--- config.mk ---
export PLATFORM = sky130hd
export DESIGN_NAME = greedy_word_wrap_stream_unit
export DESIGN_NICKNAME = d
export VERILOG_FILES = /design/src/hdl/gwws_pkg.sv /design/src/hdl/gwws_hold_mem.sv /design/src/hdl/gwws_plan.sv /design/src/hdl/greedy_word_wrap_stream_unit.sv
export SDC_FILE = /design/constraint.sdc
export NUM_CORES = 1
export LEC_CHECK = 0
export ABC_AREA = 1
export BUFFER_PORTS_ARGS = -buffer_cell sky130_fd_sc_hd__buf_2
export CAP_MARGIN = 5
export CORE_UTILIZATION = 55
export DETAILED_ROUTE_END_ITERATION = 12
export PLACE_DENSITY = 0.74
export SYNTH_ARGS = -nofsm -noshare
export SYNTH_HDL_FRONTEND = slang
export SYNTH_SLANG_ARGS = --single-unit
--- constraint.sdc ---
create_clock -name i_clk -period 5.33 [get_ports i_clk]
set_input_delay 1.066 -clock i_clk [delete_from_list [all_inputs] [get_ports i_clk]]
set_output_delay 1.066 -clock i_clk [all_outputs]
set_load 0.03 [all_outputs]
--- src/hdl/gwws_pkg.sv ---
`timescale 1ns / 1ps

package gwws_pkg;

    localparam logic [7:0]  CH_SPACE     = 8'd32;
    localparam logic [7:0]  CH_NEWLINE   = 8'd10;
    localparam logic [7:0]  CH_TERM      = 8'd0;
    localparam int unsigned WIDTH_BITS   = 17;
    localparam logic [16:0] WIDTH_MAX    = 17'h1FFFF;
    localparam logic [17:0] MARGIN_UNITS = 18'd48;

    typedef struct packed {
        logic [7:0]  char_code;
        logic [11:0] advance;
        logic        end_of_text;
    } t_in_item;

    typedef struct packed {
        logic [7:0] char_out;
        logic       last;
    } t_out_item;

    // decision taken for one accepted item
    typedef struct packed {
        logic                  rel_nl0;
        logic                  post1_v;
        logic [7:0]            post1_byte;
        logic                  post1_last;
        logic                  post2_v;
        logic [7:0]            post2_byte;
        logic                  wr_en;
        logic [7:0]            wr_data;
        logic                  pend;
        logic [WIDTH_BITS-1:0] line_w;
        logic [WIDTH_BITS-1:0] word_w;
    } t_plan;

endpackage

--- src/hdl/gwws_hold_mem.sv ---
`timescale 1ns / 1ps

module gwws_hold_mem #(
    parameter int HOLD_DEPTH = 32
) (
    input  logic                          i_clk,
    input  logic                          i_we,
    input  logic [$clog2(HOLD_DEPTH)-1:0] i_waddr,
    input  logic [7:0]                    i_wdata,
    input  logic                          i_re,
    input  logic [$clog2(HOLD_DEPTH)-1:0] i_raddr,
    output logic [7:0]                    o_rdata
);

    logic [7:0] r_mem [HOLD_DEPTH];
    logic [7:0] r_rdata;

    always_ff @(posedge i_clk) begin
        if (i_we) begin
            r_mem[i_waddr] <= i_wdata;
        end
        if (i_re) begin
            r_rdata <= r_mem[i_raddr];
        end
    end

    assign o_rdata = r_rdata;

endmodule

--- src/hdl/gwws_plan.sv ---
`timescale 1ns / 1ps

module gwws_plan #(
    parameter int HOLD_DEPTH = 32
) (
    input  gwws_pkg::t_in_item                  i_item,
    input  logic [15:0]                         i_max_width,
    input  logic [gwws_pkg::WIDTH_BITS-1:0]     i_line_w,
    input  logic [gwws_pkg::WIDTH_BITS-1:0]     i_word_w,
    input  logic                                i_pend,
    input  logic [$clog2(HOLD_DEPTH+1)-1:0]     i_hold_cnt,
    output gwws_pkg::t_plan                     o_plan,
    output logic [$clog2(HOLD_DEPTH+1)-1:0]     o_rel_cnt,
    output logic [$clog2(HOLD_DEPTH)-1:0]       o_wr_addr,
    output logic [$clog2(HOLD_DEPTH+1)-1:0]     o_hold_cnt
);

    localparam int CW = $clog2(HOLD_DEPTH + 1);
    localparam int AW = $clog2(HOLD_DEPTH);

    logic [17:0]                     line_sum;
    logic [17:0]                     word_sum;
    logic [gwws_pkg::WIDTH_BITS-1:0] line_sat;
    logic [gwws_pkg::WIDTH_BITS-1:0] word_sat;
    logic                            is_sp;
    logic                            is_nl;
    logic signed [17:0]              limit;
    logic                            ovf;
    logic [CW-1:0]                   hc2;

    // saturating width accumulation
    assign line_sum = {1'b0, i_line_w} + {6'b0, i_item.advance};
    assign word_sum = {1'b0, i_word_w} + {6'b0, i_item.advance};
    assign line_sat = line_sum[17] ? gwws_pkg::WIDTH_MAX : line_sum[16:0];
    assign word_sat = word_sum[17] ? gwws_pkg::WIDTH_MAX : word_sum[16:0];

    assign is_sp = (i_item.char_code == gwws_pkg::CH_SPACE);
    assign is_nl = (i_item.char_code == gwws_pkg::CH_NEWLINE);
    assign limit = $signed({2'b0, i_max_width} - gwws_pkg::MARGIN_UNITS);

    always_comb begin
        o_plan            = '0;
        o_rel_cnt         = '0;
        o_wr_addr         = '0;
        o_hold_cnt        = '0;
        hc2               = i_hold_cnt;
        ovf               = 1'b0;
        o_plan.pend       = i_pend;
        o_plan.line_w     = line_sat;
        o_plan.word_w     = word_sat;
        o_plan.post1_byte = i_item.char_code;
        o_plan.post2_byte = i_item.char_code;
        o_plan.wr_data    = i_item.char_code;

        if (i_item.end_of_text) begin
            // flush, then terminator; line state back to reset
            o_rel_cnt         = i_hold_cnt;
            o_plan.post1_v    = 1'b1;
            o_plan.post1_byte = gwws_pkg::CH_TERM;
            o_plan.post1_last = 1'b1;
            o_plan.pend       = 1'b0;
            o_plan.line_w     = '0;
            o_plan.word_w     = '0;
        end else begin
            if (is_sp) begin
                if (i_pend) begin
                    o_rel_cnt = i_hold_cnt;
                end
                o_plan.pend   = 1'b1;
                hc2           = '0;
                o_plan.word_w = '0;
            end else if (is_nl) begin
                if (i_pend) begin
                    o_rel_cnt = i_hold_cnt;
                end
                o_plan.pend   = 1'b0;
                hc2           = '0;
                o_plan.line_w = '0;
                o_plan.word_w = '0;
            end

            ovf = $signed({1'b0, o_plan.line_w}) > limit;

            if (ovf) begin
                o_hold_cnt = '0;
                if (o_plan.pend) begin
                    o_plan.pend = 1'b0;
                    if (is_sp) begin
                        // the space itself turns into the break
                        o_plan.line_w     = '0;
                        o_plan.word_w     = '0;
                        o_plan.post1_v    = 1'b1;
                        o_plan.post1_byte = gwws_pkg::CH_NEWLINE;
                    end else begin
                        // held space becomes the break
                        o_rel_cnt      = hc2;
                        o_plan.rel_nl0 = 1'b1;
                        o_plan.line_w  = o_plan.word_w;
                        o_plan.post1_v = 1'b1;
                    end
                end else begin
                    // no break point on the line
                    o_plan.post1_v    = 1'b1;
                    o_plan.post1_byte = gwws_pkg::CH_NEWLINE;
                    o_plan.post2_v    = 1'b1;
                    o_plan.line_w     = {5'b0, i_item.advance};
                    o_plan.word_w     = '0;
                end
            end else if (o_plan.pend) begin
                if (hc2 == CW'(HOLD_DEPTH - 1)) begin
                    // store full: release unchanged, drop the break point
                    o_rel_cnt      = hc2;
                    o_plan.post1_v = 1'b1;
                    o_plan.pend    = 1'b0;
                    o_hold_cnt     = '0;
                end else begin
                    o_plan.wr_en = 1'b1;
                    o_wr_addr    = hc2[AW-1:0];
                    o_hold_cnt   = hc2 + CW'(1);
                end
            end else begin
                o_plan.post1_v = 1'b1;
                o_hold_cnt     = '0;
            end
        end
    end

endmodule

--- src/hdl/greedy_word_wrap_stream_unit.sv ---
`timescale 1ns / 1ps

// greedy word wrap over a byte stream: each input transfer carries a byte and its glyph
// advance (unsigned 8.4), and the unit breaks lines once the line width passes max_width
// minus a 3 pixel margin, turning the latest space on the line into a newline or, with no
// space, inserting a newline ahead of the byte; bytes from a pending space onward wait in
// a HOLD_DEPTH entry hold memory until their form is final, and an end_of_text transfer
// flushes them and sends a zero terminator with last set. items are taken one at a time,
// and a new item waits until the last one has sent everything; each held byte that is
// released is first read from the memory and then sent, and any newline or byte that
// follows goes out after them. the hold memory is never cleared; only entries written
// since the last release are read. max_width is written through i_cfg_we / i_cfg_wdata;
// the user must write it only while the unit is idle, which the unit itself does not
// enforce, and it resets to 65535

module greedy_word_wrap_stream_unit #(
    parameter int HOLD_DEPTH = 32
) (
    input  logic                 i_clk,
    input  logic                 i_rst_n,
    // input byte stream
    input  logic                 i_in_valid,
    output logic                 o_in_stall,
    input  gwws_pkg::t_in_item   i_in_data,
    // output byte stream
    output logic                 o_out_valid,
    input  logic                 i_out_stall,
    output gwws_pkg::t_out_item  o_out_data,
    // max_width register
    input  logic                 i_cfg_we,
    input  logic [15:0]          i_cfg_wdata
);

    localparam int CW = $clog2(HOLD_DEPTH + 1);
    localparam int AW = $clog2(HOLD_DEPTH);

    typedef enum logic [2:0] {
        S_IDLE,
        S_RD,
        S_EM,
        S_P1,
        S_P2
    } t_state;

    // sequencer and line state
    t_state                          r_state,      n_state;
    logic [15:0]                     r_max_width,  n_max_width;
    logic [gwws_pkg::WIDTH_BITS-1:0] r_line_w,     n_line_w;
    logic [gwws_pkg::WIDTH_BITS-1:0] r_word_w,     n_word_w;
    logic                            r_pend,       n_pend;
    logic [CW-1:0]                   r_hold_cnt,   n_hold_cnt;
    // plan for the item in flight
    logic [CW-1:0]                   r_rel_cnt,    n_rel_cnt;
    logic [CW-1:0]                   r_idx,        n_idx;
    logic                            r_nl0,        n_nl0;
    logic                            r_post1_v,    n_post1_v;
    logic [7:0]                      r_post1_byte, n_post1_byte;
    logic                            r_post1_last, n_post1_last;
    logic                            r_post2_v,    n_post2_v;
    logic [7:0]                      r_post2_byte, n_post2_byte;
    logic                            r_wr_pend,    n_wr_pend;
    logic [7:0]                      r_wr_data,    n_wr_data;
    // output register
    logic                            r_out_valid,  n_out_valid;
    gwws_pkg::t_out_item             r_out,        n_out;

    gwws_pkg::t_plan                 plan;
    logic [CW-1:0]                   plan_rel_cnt;
    logic [AW-1:0]                   plan_wr_addr;
    logic [CW-1:0]                   plan_hold_cnt;

    logic                            accept;
    logic                            can_emit;
    logic                            finish;
    logic                            mem_we;
    logic [AW-1:0]                   mem_waddr;
    logic [7:0]                      mem_wdata;
    logic                            mem_re;
    logic [7:0]                      mem_rdata;

    gwws_plan #(
        .HOLD_DEPTH (HOLD_DEPTH)
    ) u_plan (
        .i_item      (i_in_data),
        .i_max_width (r_max_width),
        .i_line_w    (r_line_w),
        .i_word_w    (r_word_w),
        .i_pend      (r_pend),
        .i_hold_cnt  (r_hold_cnt),
        .o_plan      (plan),
        .o_rel_cnt   (plan_rel_cnt),
        .o_wr_addr   (plan_wr_addr),
        .o_hold_cnt  (plan_hold_cnt)
    );

    gwws_hold_mem #(
        .HOLD_DEPTH (HOLD_DEPTH)
    ) u_hold_mem (
        .i_clk   (i_clk),
        .i_we    (mem_we),
        .i_waddr (mem_waddr),
        .i_wdata (mem_wdata),
        .i_re    (mem_re),
        .i_raddr (r_idx[AW-1:0]),
        .o_rdata (mem_rdata)
    );

    // a new item only enters once the previous one has sent everything
    assign o_in_stall = (r_state != S_IDLE);
    assign accept     = i_in_valid && (r_state == S_IDLE);
    // output register is free or empties this cycle
    assign can_emit   = !r_out_valid || !i_out_stall;

    always_comb begin
        n_state      = r_state;
        n_max_width  = r_max_width;
        n_line_w     = r_line_w;
        n_word_w     = r_word_w;
        n_pend       = r_pend;
        n_hold_cnt   = r_hold_cnt;
        n_rel_cnt    = r_rel_cnt;
        n_idx        = r_idx;
        n_nl0        = r_nl0;
        n_post1_v    = r_post1_v;
        n_post1_byte = r_post1_byte;
        n_post1_last = r_post1_last;
        n_post2_v    = r_post2_v;
        n_post2_byte = r_post2_byte;
        n_wr_pend    = r_wr_pend;
        n_wr_data    = r_wr_data;
        n_out_valid  = r_out_valid;
        n_out        = r_out;
        finish       = 1'b0;
        mem_re       = 1'b0;
        mem_we       = 1'b0;
        mem_waddr    = plan_wr_addr;
        mem_wdata    = plan.wr_data;

        if (i_cfg_we) begin
            n_max_width = i_cfg_wdata;
        end

        if (r_out_valid && !i_out_stall) begin
            n_out_valid = 1'b0;
        end

        unique case (r_state)
            S_IDLE: begin
                if (accept) begin
                    n_line_w     = plan.line_w;
                    n_word_w     = plan.word_w;
                    n_pend       = plan.pend;
                    n_hold_cnt   = plan_hold_cnt;
                    n_rel_cnt    = plan_rel_cnt;
                    n_idx        = '0;
                    n_nl0        = plan.rel_nl0;
                    n_post1_v    = plan.post1_v;
                    n_post1_byte = plan.post1_byte;
                    n_post1_last = plan.post1_last;
                    n_post2_v    = plan.post2_v;
                    n_post2_byte = plan.post2_byte;
                    n_wr_data    = plan.wr_data;
                    n_wr_pend    = 1'b0;
                    if (plan_rel_cnt != '0) begin
                        // store write waits until the old entries are out
                        n_wr_pend = plan.wr_en;
                        n_state   = S_RD;
                    end else begin
                        mem_we = plan.wr_en;
                        if (plan.post1_v) begin
                            n_state = S_P1;
                        end
                    end
                end
            end
            S_RD: begin
                mem_re  = 1'b1;
                n_state = S_EM;
            end
            S_EM: begin
                if (can_emit) begin
                    n_out_valid   = 1'b1;
                    n_out.last    = 1'b0;
                    n_out.char_out = (r_idx == '0 && r_nl0) ? gwws_pkg::CH_NEWLINE
                                                             : mem_rdata;
                    n_idx = r_idx + CW'(1);
                    if (r_idx + CW'(1) == r_rel_cnt) begin
                        if (r_post1_v) begin
                            n_state = S_P1;
                        end else begin
                            finish = 1'b1;
                        end
                    end else begin
                        n_state = S_RD;
                    end
                end
            end
            S_P1: begin
                if (can_emit) begin
                    n_out_valid    = 1'b1;
                    n_out.char_out = r_post1_byte;
                    n_out.last     = r_post1_last;
                    if (r_post2_v) begin
                        n_state = S_P2;
                    end else begin
                        finish = 1'b1;
                    end
                end
            end
            S_P2: begin
                if (can_emit) begin
                    n_out_valid    = 1'b1;
                    n_out.char_out = r_post2_byte;
                    n_out.last     = 1'b0;
                    finish         = 1'b1;
                end
            end
            default: begin
                n_state = S_IDLE;
            end
        endcase

        // item done: deferred store write lands at entry 0 (the new pending space)
        if (finish) begin
            n_state   = S_IDLE;
            n_wr_pend = 1'b0;
            if (r_wr_pend) begin
                mem_we    = 1'b1;
                mem_waddr = '0;
                mem_wdata = r_wr_data;
            end
        end
    end

    always_ff @(posedge i_clk) begin
        if (!i_rst_n) begin
            r_state     <= S_IDLE;
            r_max_width <= 16'hFFFF;
            r_line_w    <= '0;
            r_word_w    <= '0;
            r_pend      <= 1'b0;
            r_hold_cnt  <= '0;
            r_wr_pend   <= 1'b0;
            r_out_valid <= 1'b0;
        end else begin
            r_state     <= n_state;
            r_max_width <= n_max_width;
            r_line_w    <= n_line_w;
            r_word_w    <= n_word_w;
            r_pend      <= n_pend;
            r_hold_cnt  <= n_hold_cnt;
            r_wr_pend   <= n_wr_pend;
            r_out_valid <= n_out_valid;
        end
        r_rel_cnt    <= n_rel_cnt;
        r_idx        <= n_idx;
        r_nl0        <= n_nl0;
        r_post1_v    <= n_post1_v;
        r_post1_byte <= n_post1_byte;
        r_post1_last <= n_post1_last;
        r_post2_v    <= n_post2_v;
        r_post2_byte <= n_post2_byte;
        r_wr_data    <= n_wr_data;
        r_out        <= n_out;
    end

    assign o_out_valid = r_out_valid;
    assign o_out_data  = r_out;

endmodule

# Yosys cells after proc, flatten, opt, wreduce, memory -nomap -nowiden
# Memories as Yosys holds them, arrays and structs flattened. A register that Yosys moved wholly into a read port is not among the register bits.
# Cells that the tools add are included.
[op_classes]
add_sub_neg = 5
order_cmp = 1
n_eq_ne = 15
n_mux = 86
n_bitwise = 4
reduce_logical = 20
[ops]
columns = ["cell", "n"]
rows = [
  ["6-bit two-way mux", 18],
  ["17-bit two-way mux", 6],
  ["35-bit two-way mux", 2],
  ["34-bit two-way mux", 2],
  ["8-bit two-way mux", 6],
  ["17-bit by 12-bit adder with 18-bit output", 2],
  ["9-bit two-way mux", 4],
  ["1-bit two-way mux", 30],
  ["5-bit two-way mux", 6],
  ["9-bit case mux with 3 select lines", 1],
  ["3-bit two-way mux", 8],
  ["18-bit > comparator", 1],
  ["16-bit by 6-bit subtractor with 17-bit output, second input constant", 1],
  ["3-bit case mux with 5 select lines", 1],
  ["6-bit by 1-bit adder with 6-bit output, second input constant", 2],
  ["6-bit case mux with 2 select lines", 1],
  ["2-bit != test, second input constant", 5],
  ["8-bit by 4-bit == test with 1-bit output, second input constant", 1],
  ["8-bit by 6-bit == test with 1-bit output, second input constant", 1],
  ["7-bit AND reduction", 1],
  ["3-bit by 2-bit == test with 1-bit output, second input constant", 2],
  ["6-bit by 5-bit == test with 1-bit output, second input constant", 1],
  ["6-bit == test", 1],
  ["6-bit zero test", 1],
  ["other kinds (18)", 27],
]
[totals]
reg_bits = 103
mem_bits_rw = 256
input_bits = 42
wordCells = 150
memories = 1
[mem_list]
columns = ["memory", "words", "width", "read_ports", "rd_clocked_by_memory_dff", "wr", "line", "rtl"]
rows = [
  ["u_hold_mem.r_mem", 32, 8, 1, 1, 1, "gwws_hold_mem.sv:15", "logic [7:0] r_mem [HOLD_DEPTH];"],
]

# Logic depth before layout (Yosys ltp)
# Gate-level depths: netlist of the first run.
[depth]
ltp_word = 17
ltp_mapped = 36
mapped_depth_nobuf = 36

# By module
# Synthesis of the first run repeated with hierarchy kept, for this count alone.
[unflattened]
cells_unflattened = 2149
area_unflattened_um2 = 19237.2
[modules_own_cells]
columns = ["module", "n_inst", "cells_per_inst", "area_per_inst_um2"]
rows = [
  ["gwws_hold_mem", 1, 922, 10866.7],
  ["greedy_word_wrap_stream_unit", 1, 504, 4538.1],
  ["gwws_plan", 1, 723, 3832.4],
]

# Worst setup path after synthesis of the first run
# OpenSTA, ideal clock, no wires.
[synth_timing]
kind = "input to register"
startpoint = "in i_in_data[7] (netlist bit)"
endpoint = "mem u_hold_mem.r_mem[11][0] (enable)"
setup_ns = 0.370
arrival_ns = 4.697
required_ns = 4.960
slack_ns = 0.263
cell_stages = 26
path_buffers = 0
path_cell_list = "ha_1 nand2_2 nand2_1 a21oi_1 nand2_1 a21oi_1 o21ai_0 or2_2 a21oi_1 ha_1 a21oi_1 o21a_1 nand2_1 nand2_1 nand2_1 nand2_1 nand3_4 inv_4 nand2_1 nand3_2 nand2_2 nor2_4 nand3_4 nor2_8 nand3_4 nor2_1"
[synth_via]
elab_chain_len = 16
word_cells_on_any_way = 22
[synth_lines]
columns = ["item", "line", "rtl"]
rows = [
  ["from (decl)", "greedy_word_wrap_stream_unit.sv:24", "input gwws_pkg::t_in_item i_in_data,"],
  ["17-bit by 12-bit adder with 18-bit output *", "gwws_plan.sv:32", "assign line_sum = {1'b0, i_line_w} + {6'b0, i_item.advance};"],
  ["17-bit two-way mux *", "gwws_plan.sv:34", "assign line_sat = line_sum[17] ? gwws_pkg::WIDTH_MAX : line_sum[16:0];"],
  ["35-bit two-way mux", "gwws_plan.sv:72", "end else if (is_nl) begin"],
  ["17-bit two-way mux *", "gwws_plan.sv:65", "if (is_sp) begin"],
  ["17-bit two-way mux *", "gwws_plan.sv:55", "if (i_item.end_of_text) begin"],
  ["18-bit > comparator *", "gwws_plan.sv:82", "ovf = $signed({1'b0, o_plan.line_w}) > limit;"],
  ["6-bit two-way mux *", "gwws_plan.sv:84", "if (ovf) begin"],
  ["6-bit two-way mux *", "gwws_plan.sv:55", ""],
  ["net plan_rel_cnt[0]", "greedy_word_wrap_stream_unit.sv:68", "logic [CW-1:0] plan_rel_cnt;"],
  ["6-bit nonzero test *", "greedy_word_wrap_stream_unit.sv:164", "if (plan_rel_cnt != '0) begin"],
  ["1-bit two-way mux *", "greedy_word_wrap_stream_unit.sv:164", ""],
  ["1-bit two-way mux *", "greedy_word_wrap_stream_unit.sv:149", "if (accept) begin"],
  ["1-bit two-way mux *", "greedy_word_wrap_stream_unit.sv:147", "unique case (r_state)"],
  ["1-bit two-way mux", "greedy_word_wrap_stream_unit.sv:227", "if (r_wr_pend) begin"],
  ["1-bit two-way mux *", "greedy_word_wrap_stream_unit.sv:224", "if (finish) begin"],
  ["1-bit two-way mux *", "gwws_hold_mem.sv:19", "if (i_we) begin"],
  ["1-bit two-way mux (implied by the code) *", "gwws_hold_mem.sv:20", "r_mem[i_waddr] <= i_wdata;"],
  ["to (decl)", "gwws_hold_mem.sv:15", ""],
]
# The timed path passes the listed nets; every way through them passes the cells marked *. The select of a mux whose other input is x is not followed.

# Worst setup path in the final report of the first run
[layout_timing]
startpoint = "in i_in_data[3] (netlist bit)"
endpoint = "mem u_hold_mem.r_mem[19][3] (enable)"
# The elaborated chain is that of the path after synthesis.

==> results_dict.tcl, run 1 <==
set metrics [dict create \
    status "finished with violations" \
    violations "design-rule violations" \
    relSlewSlack 0.201 \
    grt_usage 0.274 \
    worst_pin_slew_ps 1190 \
    drive_gt1_frac 0.146 \
    yosysWarnings 0 \
    cap_violations 0 \
    switchingPower_mw 3.04 \
    finalSetupViolCount 0 \
    yosys.area.top_type "edfxtp_1" \
    pin_count 53 \
    cp.arrival_ps 5140 \
    synth_area_leaders "edfxtp_1 53%, dfxtp_1 7.1%, nor2_1 6.5%" \
    placed_area_sq_mm 0.0186 \
    overflow 0 \
    drt_first_iter_violations 1777 \
    wl_um 44400 \
    p_clk_frac 0.291 \
    leakagePower_nw 7.43 \
    synth_edf_count 305 \
    ys_seq_elements 367 \
    yosys.area.top_type_share 0.526 \
    cpMostUsedCell "nand2_1" \
    fin_nets 1946 \
    r2r-start "r_line_w[4]" \
    synth_cell_types 54 \
    whs_path_depth 2 \
    dpl.hpwl_um 29600 \
    holdPathEnd "r_word_w[4]" \
    grt_pass1_vias 12900 \
    fin_util 0.643 \
    async_reset_ff_frac 0 \
    p_per_area_mw_per_mm2 435 \
    syn-num-nets 1836 \
    fin_area_sq_mm 0.0198 \
    drtPass1Iterations 12 \
    required_ps 5540 \
    cpPeakStageDelay_ps 320 \
    yosys_most_used_dff "edfxtp_1" \
    r2r_end "u_hold_mem.r_mem[19][3]" \
    clockRootBuffer "clkbuf_16" \
    swShare 0.353 \
    ys_seq_area_frac 0.598 \
    post_drt_wl_per_cell_um 19.5 \
    power_frac_seq 0.400 \
    cts_sinks 367 \
    num_rows 64 \
    ff2ff_setup_slack_ps 760 \
    syn_avg_cell_area_sq_um 9.95 \
    initial_utilization 0.564 \
    start_kind "primary input" \
    antenna_found_initial 0 \
    rsz0062_at_grt "no" \
    intPower_mw 5.57 \
    power_frac_comb 0.308 \
    cts_tree "built" \
    finalCritPeriodShare 0.924 \
    worst_hold_path_type "reg -> reg" \
    finClkSkew_ps 32.0 \
    worst_ir_drop_vdd_mv 0.289 \
    clock.fmax_ghz 0.203 \
    worstHoldStart "r_word_w[4]" \
    area_delta_synth_final_pct 13.9 \
    maxSlewViolCount 0 \
    clkLatencyLatePin_ps 530 \
    cp_slowest_cell "ha_1" \
    netlist_instances 1748 \
    ant_nets 0 \
    insertedDiodeCount 0 \
    reg2regPathDepth 31 \
    cts_htree_levels 2 \
    cp_max_fo 8 \
    critPathKind "in -> reg" \
    die_area_sq_mm 0.0323 \
    cts_buffer_depth 3 \
    vias 13600 \
    gp_congestion 0.944 \
    numCtsBuffers 39 \
    io_buffer_count 52 \
    syn_area_sq_mm 0.0174 \
    fp.dieW_um 180 \
    drc 2 \
    finalCriticalPeriod_ps 4930 \
    viasPerCell 5.96 \
    cts_hold_buffers 0 \
    path_clk_slew_ps 60 \
    crit_path_end_kind "flop" \
    hold_viol 0 \
    grt_max_degree 73 \
    grt_pass1_wl_um 69500 \
    core_region_area_sq_mm 0.0308 \
    die_h_um 180 \
]
[sequential cells by signal, indices dropped and copies added, names as in the netlist]
name                cells
o_out_data              9
r_max_width            16
r_nl0                   1
r_post1_last            1
r_hold_cnt              6
r_pend                  1
r_idx                   6
r_state                 3
u_hold_mem.o_rdata      8
r_rel_cnt               6
r_line_w               17
r_post2_v               1
o_out_valid             1
r_post1_v               1
u_hold_mem.r_mem      256
r_word_w               17
r_wr_pend               1
r_post1_byte            8
r_wr_data               8
[metrics by stage]
stage / setup WS, ps / power, mW / std cells / hold WS (ps) / TNS [ps]
2_1_floorplan: 263 / 5.26 / 1748 / 435 / 0
3_3_place_gp: 8.40 / 6.06 / 2213 / 457 / 0
3_5_place_dp: -46.1 / 6.10 / 2213 / 463 / -4980
4_1_cts: 449 / 8.60 / 2284 / 473 / 0
5_1_grt: 33.6 / 9.00 / 2284 / 495 / 0
6_report: 404 / 8.62 / 2284 / 470 / 0
[layout make-up]
class | instances | area (sq um)
Multi-Input combinational cell | 1187 | 6290
Sequential cell | 367 | 10400
Fill cell | 2374 | 11000
Tap cell | 396 | 495
Timing Repair Buffer | 150 | 1010
Clock buffer | 56 | 1090
Clock inverter | 15 | 111
Inverter | 113 | 430
[kinds of logic after synthesis]
| kind of cell | count (synthesis) | synth area share |
|---|---|---|
| adder cells (fa/ha/maj) | 46 | 0.0339 |
| buffers and inverters | 194 | 0.0428 |
| AND/OR/NAND/NOR | 677 | 0.170 |
| XOR/XNOR | 34 | 0.0171 |
| AO/OA/AOI/OAI | 430 | 0.139 |
| flip-flops | 367 | 0.598 |
[worst max-delay path: cells and delay by family]
kind,cells,cell delay (ps)
and+or+nand+nor,25,2390
buffers and inverters,4,660
adders and majority gates,2,630
AOI/OAI and AO/OA,3,380
[worst max path at each step]
stage | startpoint | end | cells after the start
5_1_grt | i_in_data[1] | u_hold_mem.r_mem[18][5] | 31
4_1_cts | i_in_data[1] | u_hold_mem.r_mem[19][1] | 31
3_5_place_dp | i_in_data[1] | u_hold_mem.r_mem[19][3] | 31
3_3_place_gp | i_in_data[1] | u_hold_mem.r_mem[28][6] | 32
6_report | i_in_data[3] | u_hold_mem.r_mem[19][3] | 34
2_1_floorplan | i_in_data[7] | u_hold_mem.r_mem[11][0] | 26
[layout by cell type (no fill, tap or decap), types with 16 or more instances in the layout]
master / instances
nor2_1: 298
o22ai_1: 67
nand4_1: 16
xor2_1: 22
inv_1: 100
ha_1: 44
clkbuf_16: 39
o21ai_0: 190
edfxtp_1: 305
buf_2: 52
buf_4: 97
o221ai_1: 19
nand3_1: 40
nand2_1: 254
dfxtp_1: 62
a21oi_1: 108
[power by group through the flow]
stage | registers (mW) | clock network (mW) | logic (mW)
finish | 3.45 | 2.51 | 2.66
global route | 3.47 | 2.66 | 2.88
CTS | 3.45 | 2.54 | 2.61
detailed placement | 3.51 | 0 | 2.60
global placement | 3.50 | 0 | 2.56
floorplan | 3.56 | 0 | 1.70
[cells in the mapped netlist, types with 12 or more instances]
cell type,n
nand4_1,16
edfxtp_1,305
inv_1,101
dfxtp_1,62
nor2_1,300
nor3_1,15
ha_1,44
nand2_2,12
nand3_1,40
nand2_1,254
a21oi_1,108
o211ai_1,15
o21ai_0,198
o22ai_1,67
o221ai_1,19
xnor2_1,12
clkbuf_1,71
xor2_1,22
[routing by layer]
metal	global-route usage	up-vias	part of all wire
li1	-	6377	-
met1	0.373	6400	0.41
met2	0.452	734	0.47
met3	0.0316	110	0.079
met4	0.103	0	0.032
met5	0	-	0
[what timing repair did]
action,CTS,global route
setup endpoints to repair,0,8
setup buffers,0,0
gates resized for setup,0,1
Note: power is estimated with default switching activity, not from simulation.
==> run 2, diff against run 1 <==
- SETUP_SLACK_MARGIN: unset -> 0.5
- SKIP_LAST_GASP: unset -> 1
==> results_dict.tcl, run 2 (same netlist as run 1, synthesis figures left out) <==
set metrics [dict create \
    clock.fmax_ghz 0.213 \
    final_common_cell "edfxtp_1" \
    finalWorstSetupSlack_ps 630 \
    cts_hold_buffers 0 \
    finalCriticalPeriod_ps 4700 \
    cpPeakStageDelay_ps 290 \
    nFillCells 2284 \
    grt_util_met1 0.366 \
    insertedDiodeCount 0 \
    violations "design-rule violations" \
    viasPerCell 5.97 \
    fin_hold_ws_ps 472 \
    drive_gt1_frac 0.197 \
    finalCritPeriodShare 0.882 \
    core_region_area_sq_mm 0.0308 \
    finClkSkew_ps 30.5 \
    die_area_sq_mm 0.0323 \
    relSlewSlack 0.250 \
    cp-startpoint "i_in_data[2]" \
    leakagePower_nw 7.51 \
    rsz0062_at_grt "yes" \
    ant_nets 0 \
    grt_pass1_vias 12900 \
    initial_utilization 0.564 \
    overflow 0 \
    cts_htree_levels 2 \
    required_ps 5560 \
    cp_max_fo 8 \
    p_per_area_mw_per_mm2 430 \
    fin_nets 1951 \
    grt_max_degree 83 \
    dpl.hpwl_um 29000 \
    grt_usage 0.270 \
    cts_buffer_depth 3 \
    area_delta_synth_final_pct 17.8 \
    met2_usage 0.448 \
    cpMostUsedCell "nand2_2" \
    status "finished with violations" \
    drc 3 \
    drtPass1Iterations 12 \
    crit_path_end_kind "flop" \
    worst_ir_drop_vdd_mv 0.305 \
    drt_first_iter_violations 1489 \
    cap_violations 0 \
    path_clk_slew_ps 60 \
    pin_count 53 \
    dp_slack_ps -122 \
    finalSetupViolCount 0 \
    numCtsBuffers 40 \
    die_h_um 180 \
    vias 13700 \
    cp_slowest_cell "or2_2" \
    hold_viol 0 \
    io_buffer_count 52 \
    antenna_found_initial 0 \
    cts_tree "built" \
    layout_common_cells "305 x edfxtp_1, 255 x nor2_1, 229 x nand2_1" \
    worst_pin_slew_ps 1120 \
    num_rows 64 \
    critPathKind "in -> reg" \
    wl_um 44600 \
    clkLatencyLatePin_ps 540 \
    clockRootBuffer "clkbuf_16" \
    met3_usage 0.0344 \
    reg.largest.list "u_hold_mem.r_mem: 256 flops, r_line_w: 17 flops, r_word_w: 17 flops" \
    worstHoldStart "r_word_w[5]" \
    cp.arrival_ps 4930 \
    busiest_layer "met2" \
    gp_congestion 0.933 \
    largest_reg_flops 256 \
    maxSlewViolCount 0 \
    cts_sinks 367 \
    r2r-start "r_line_w[4]" \
    regMostFlops "u_hold_mem.r_mem" \
    post_drt_wl_per_cell_um 19.5 \
    fp.dieW_um 180 \
    grt_pass1_wl_um 68900 \
    start_kind "primary input" \
    worst_hold_path_type "reg -> reg" \
]
## run 2: cell count changes in the layout (fill, tap and decap cells not counted), moves of 8 or more
cell     change
a21oi_1      -8
buf_4        -9
buf_6       +11
ha_1        -11
ha_4        +11
nand2_1     -25
nand2_2     +21
nor2_1      -43
nor2_2      +22
nor2_4      +21
## run 2: path summary, 6_finish.rpt
check	endpoint	cells after the start	slack [ps]
hold reg to reg	r_word_w[5]	2	470
setup reg to reg	u_hold_mem.r_mem[31][5]	27	920
hold / removal	r_word_w[5]	2	470
setup / recovery	u_hold_mem.r_mem[31][5]	28	630
## run 2: final cells by class
cell class	instances	area, sq um	area share
timing repair buffer	154	1110	0.0544
multi-input combinational	1187	6800	0.332
sequential	367	10400	0.508
inverter	113	433	0.0211
tap	396	495	0.0242
clock buffer	49	1030	0.0505
clock inverter	24	211	0.0103
## run 2: repair_timing
item,CTS,global route
pin swaps,2,52
endpoints found under the setup margin,136,256
gates resized for setup,5,94
setup buffers,0,28
## run 2: critical path, delay by kind of cell
kind / cells / cell delay [ps]
and+or+nand+nor: 17 / 2020
AOI/OAI and AO/OA: 5 / 730
buffers and inverters: 4 / 590
adders and majority gates: 2 / 510
## run 2: per-layer routing
metal / share of wire / up-vias / wire, um
li1: - / 6387 / -
met1: 0.41 / 6536 / 18400
met2: 0.48 / 654 / 21400
met3: 0.081 / 92 / 3600
met4: 0.027 / 0 / 1210
met5: 0 / - / 0
## run 2: power breakdown
group / total, mW / switching, mW / internal (mW) / leakage (nW)
Clock: 2.64 / 1.11 / 1.53 / 0.604
Combinational: 2.70 / 1.89 / 0.813 / 3.64
Sequential: 3.46 / 0.105 / 3.36 / 3.27
## run 2: per-stage QoR
step	TNS, ps	total power [mW]	std cells	area [sq um]	utilization
floorplan	0	5.27	1748	17600	-
global placement	0	6.06	2189	18600	0.604
detailed placement	-11080	6.10	2189	18600	0.604
CTS	0	8.71	2262	19900	0.645
global route	0	9.20	2290	20500	0.665
finish	0	8.80	2290	20500	0.665
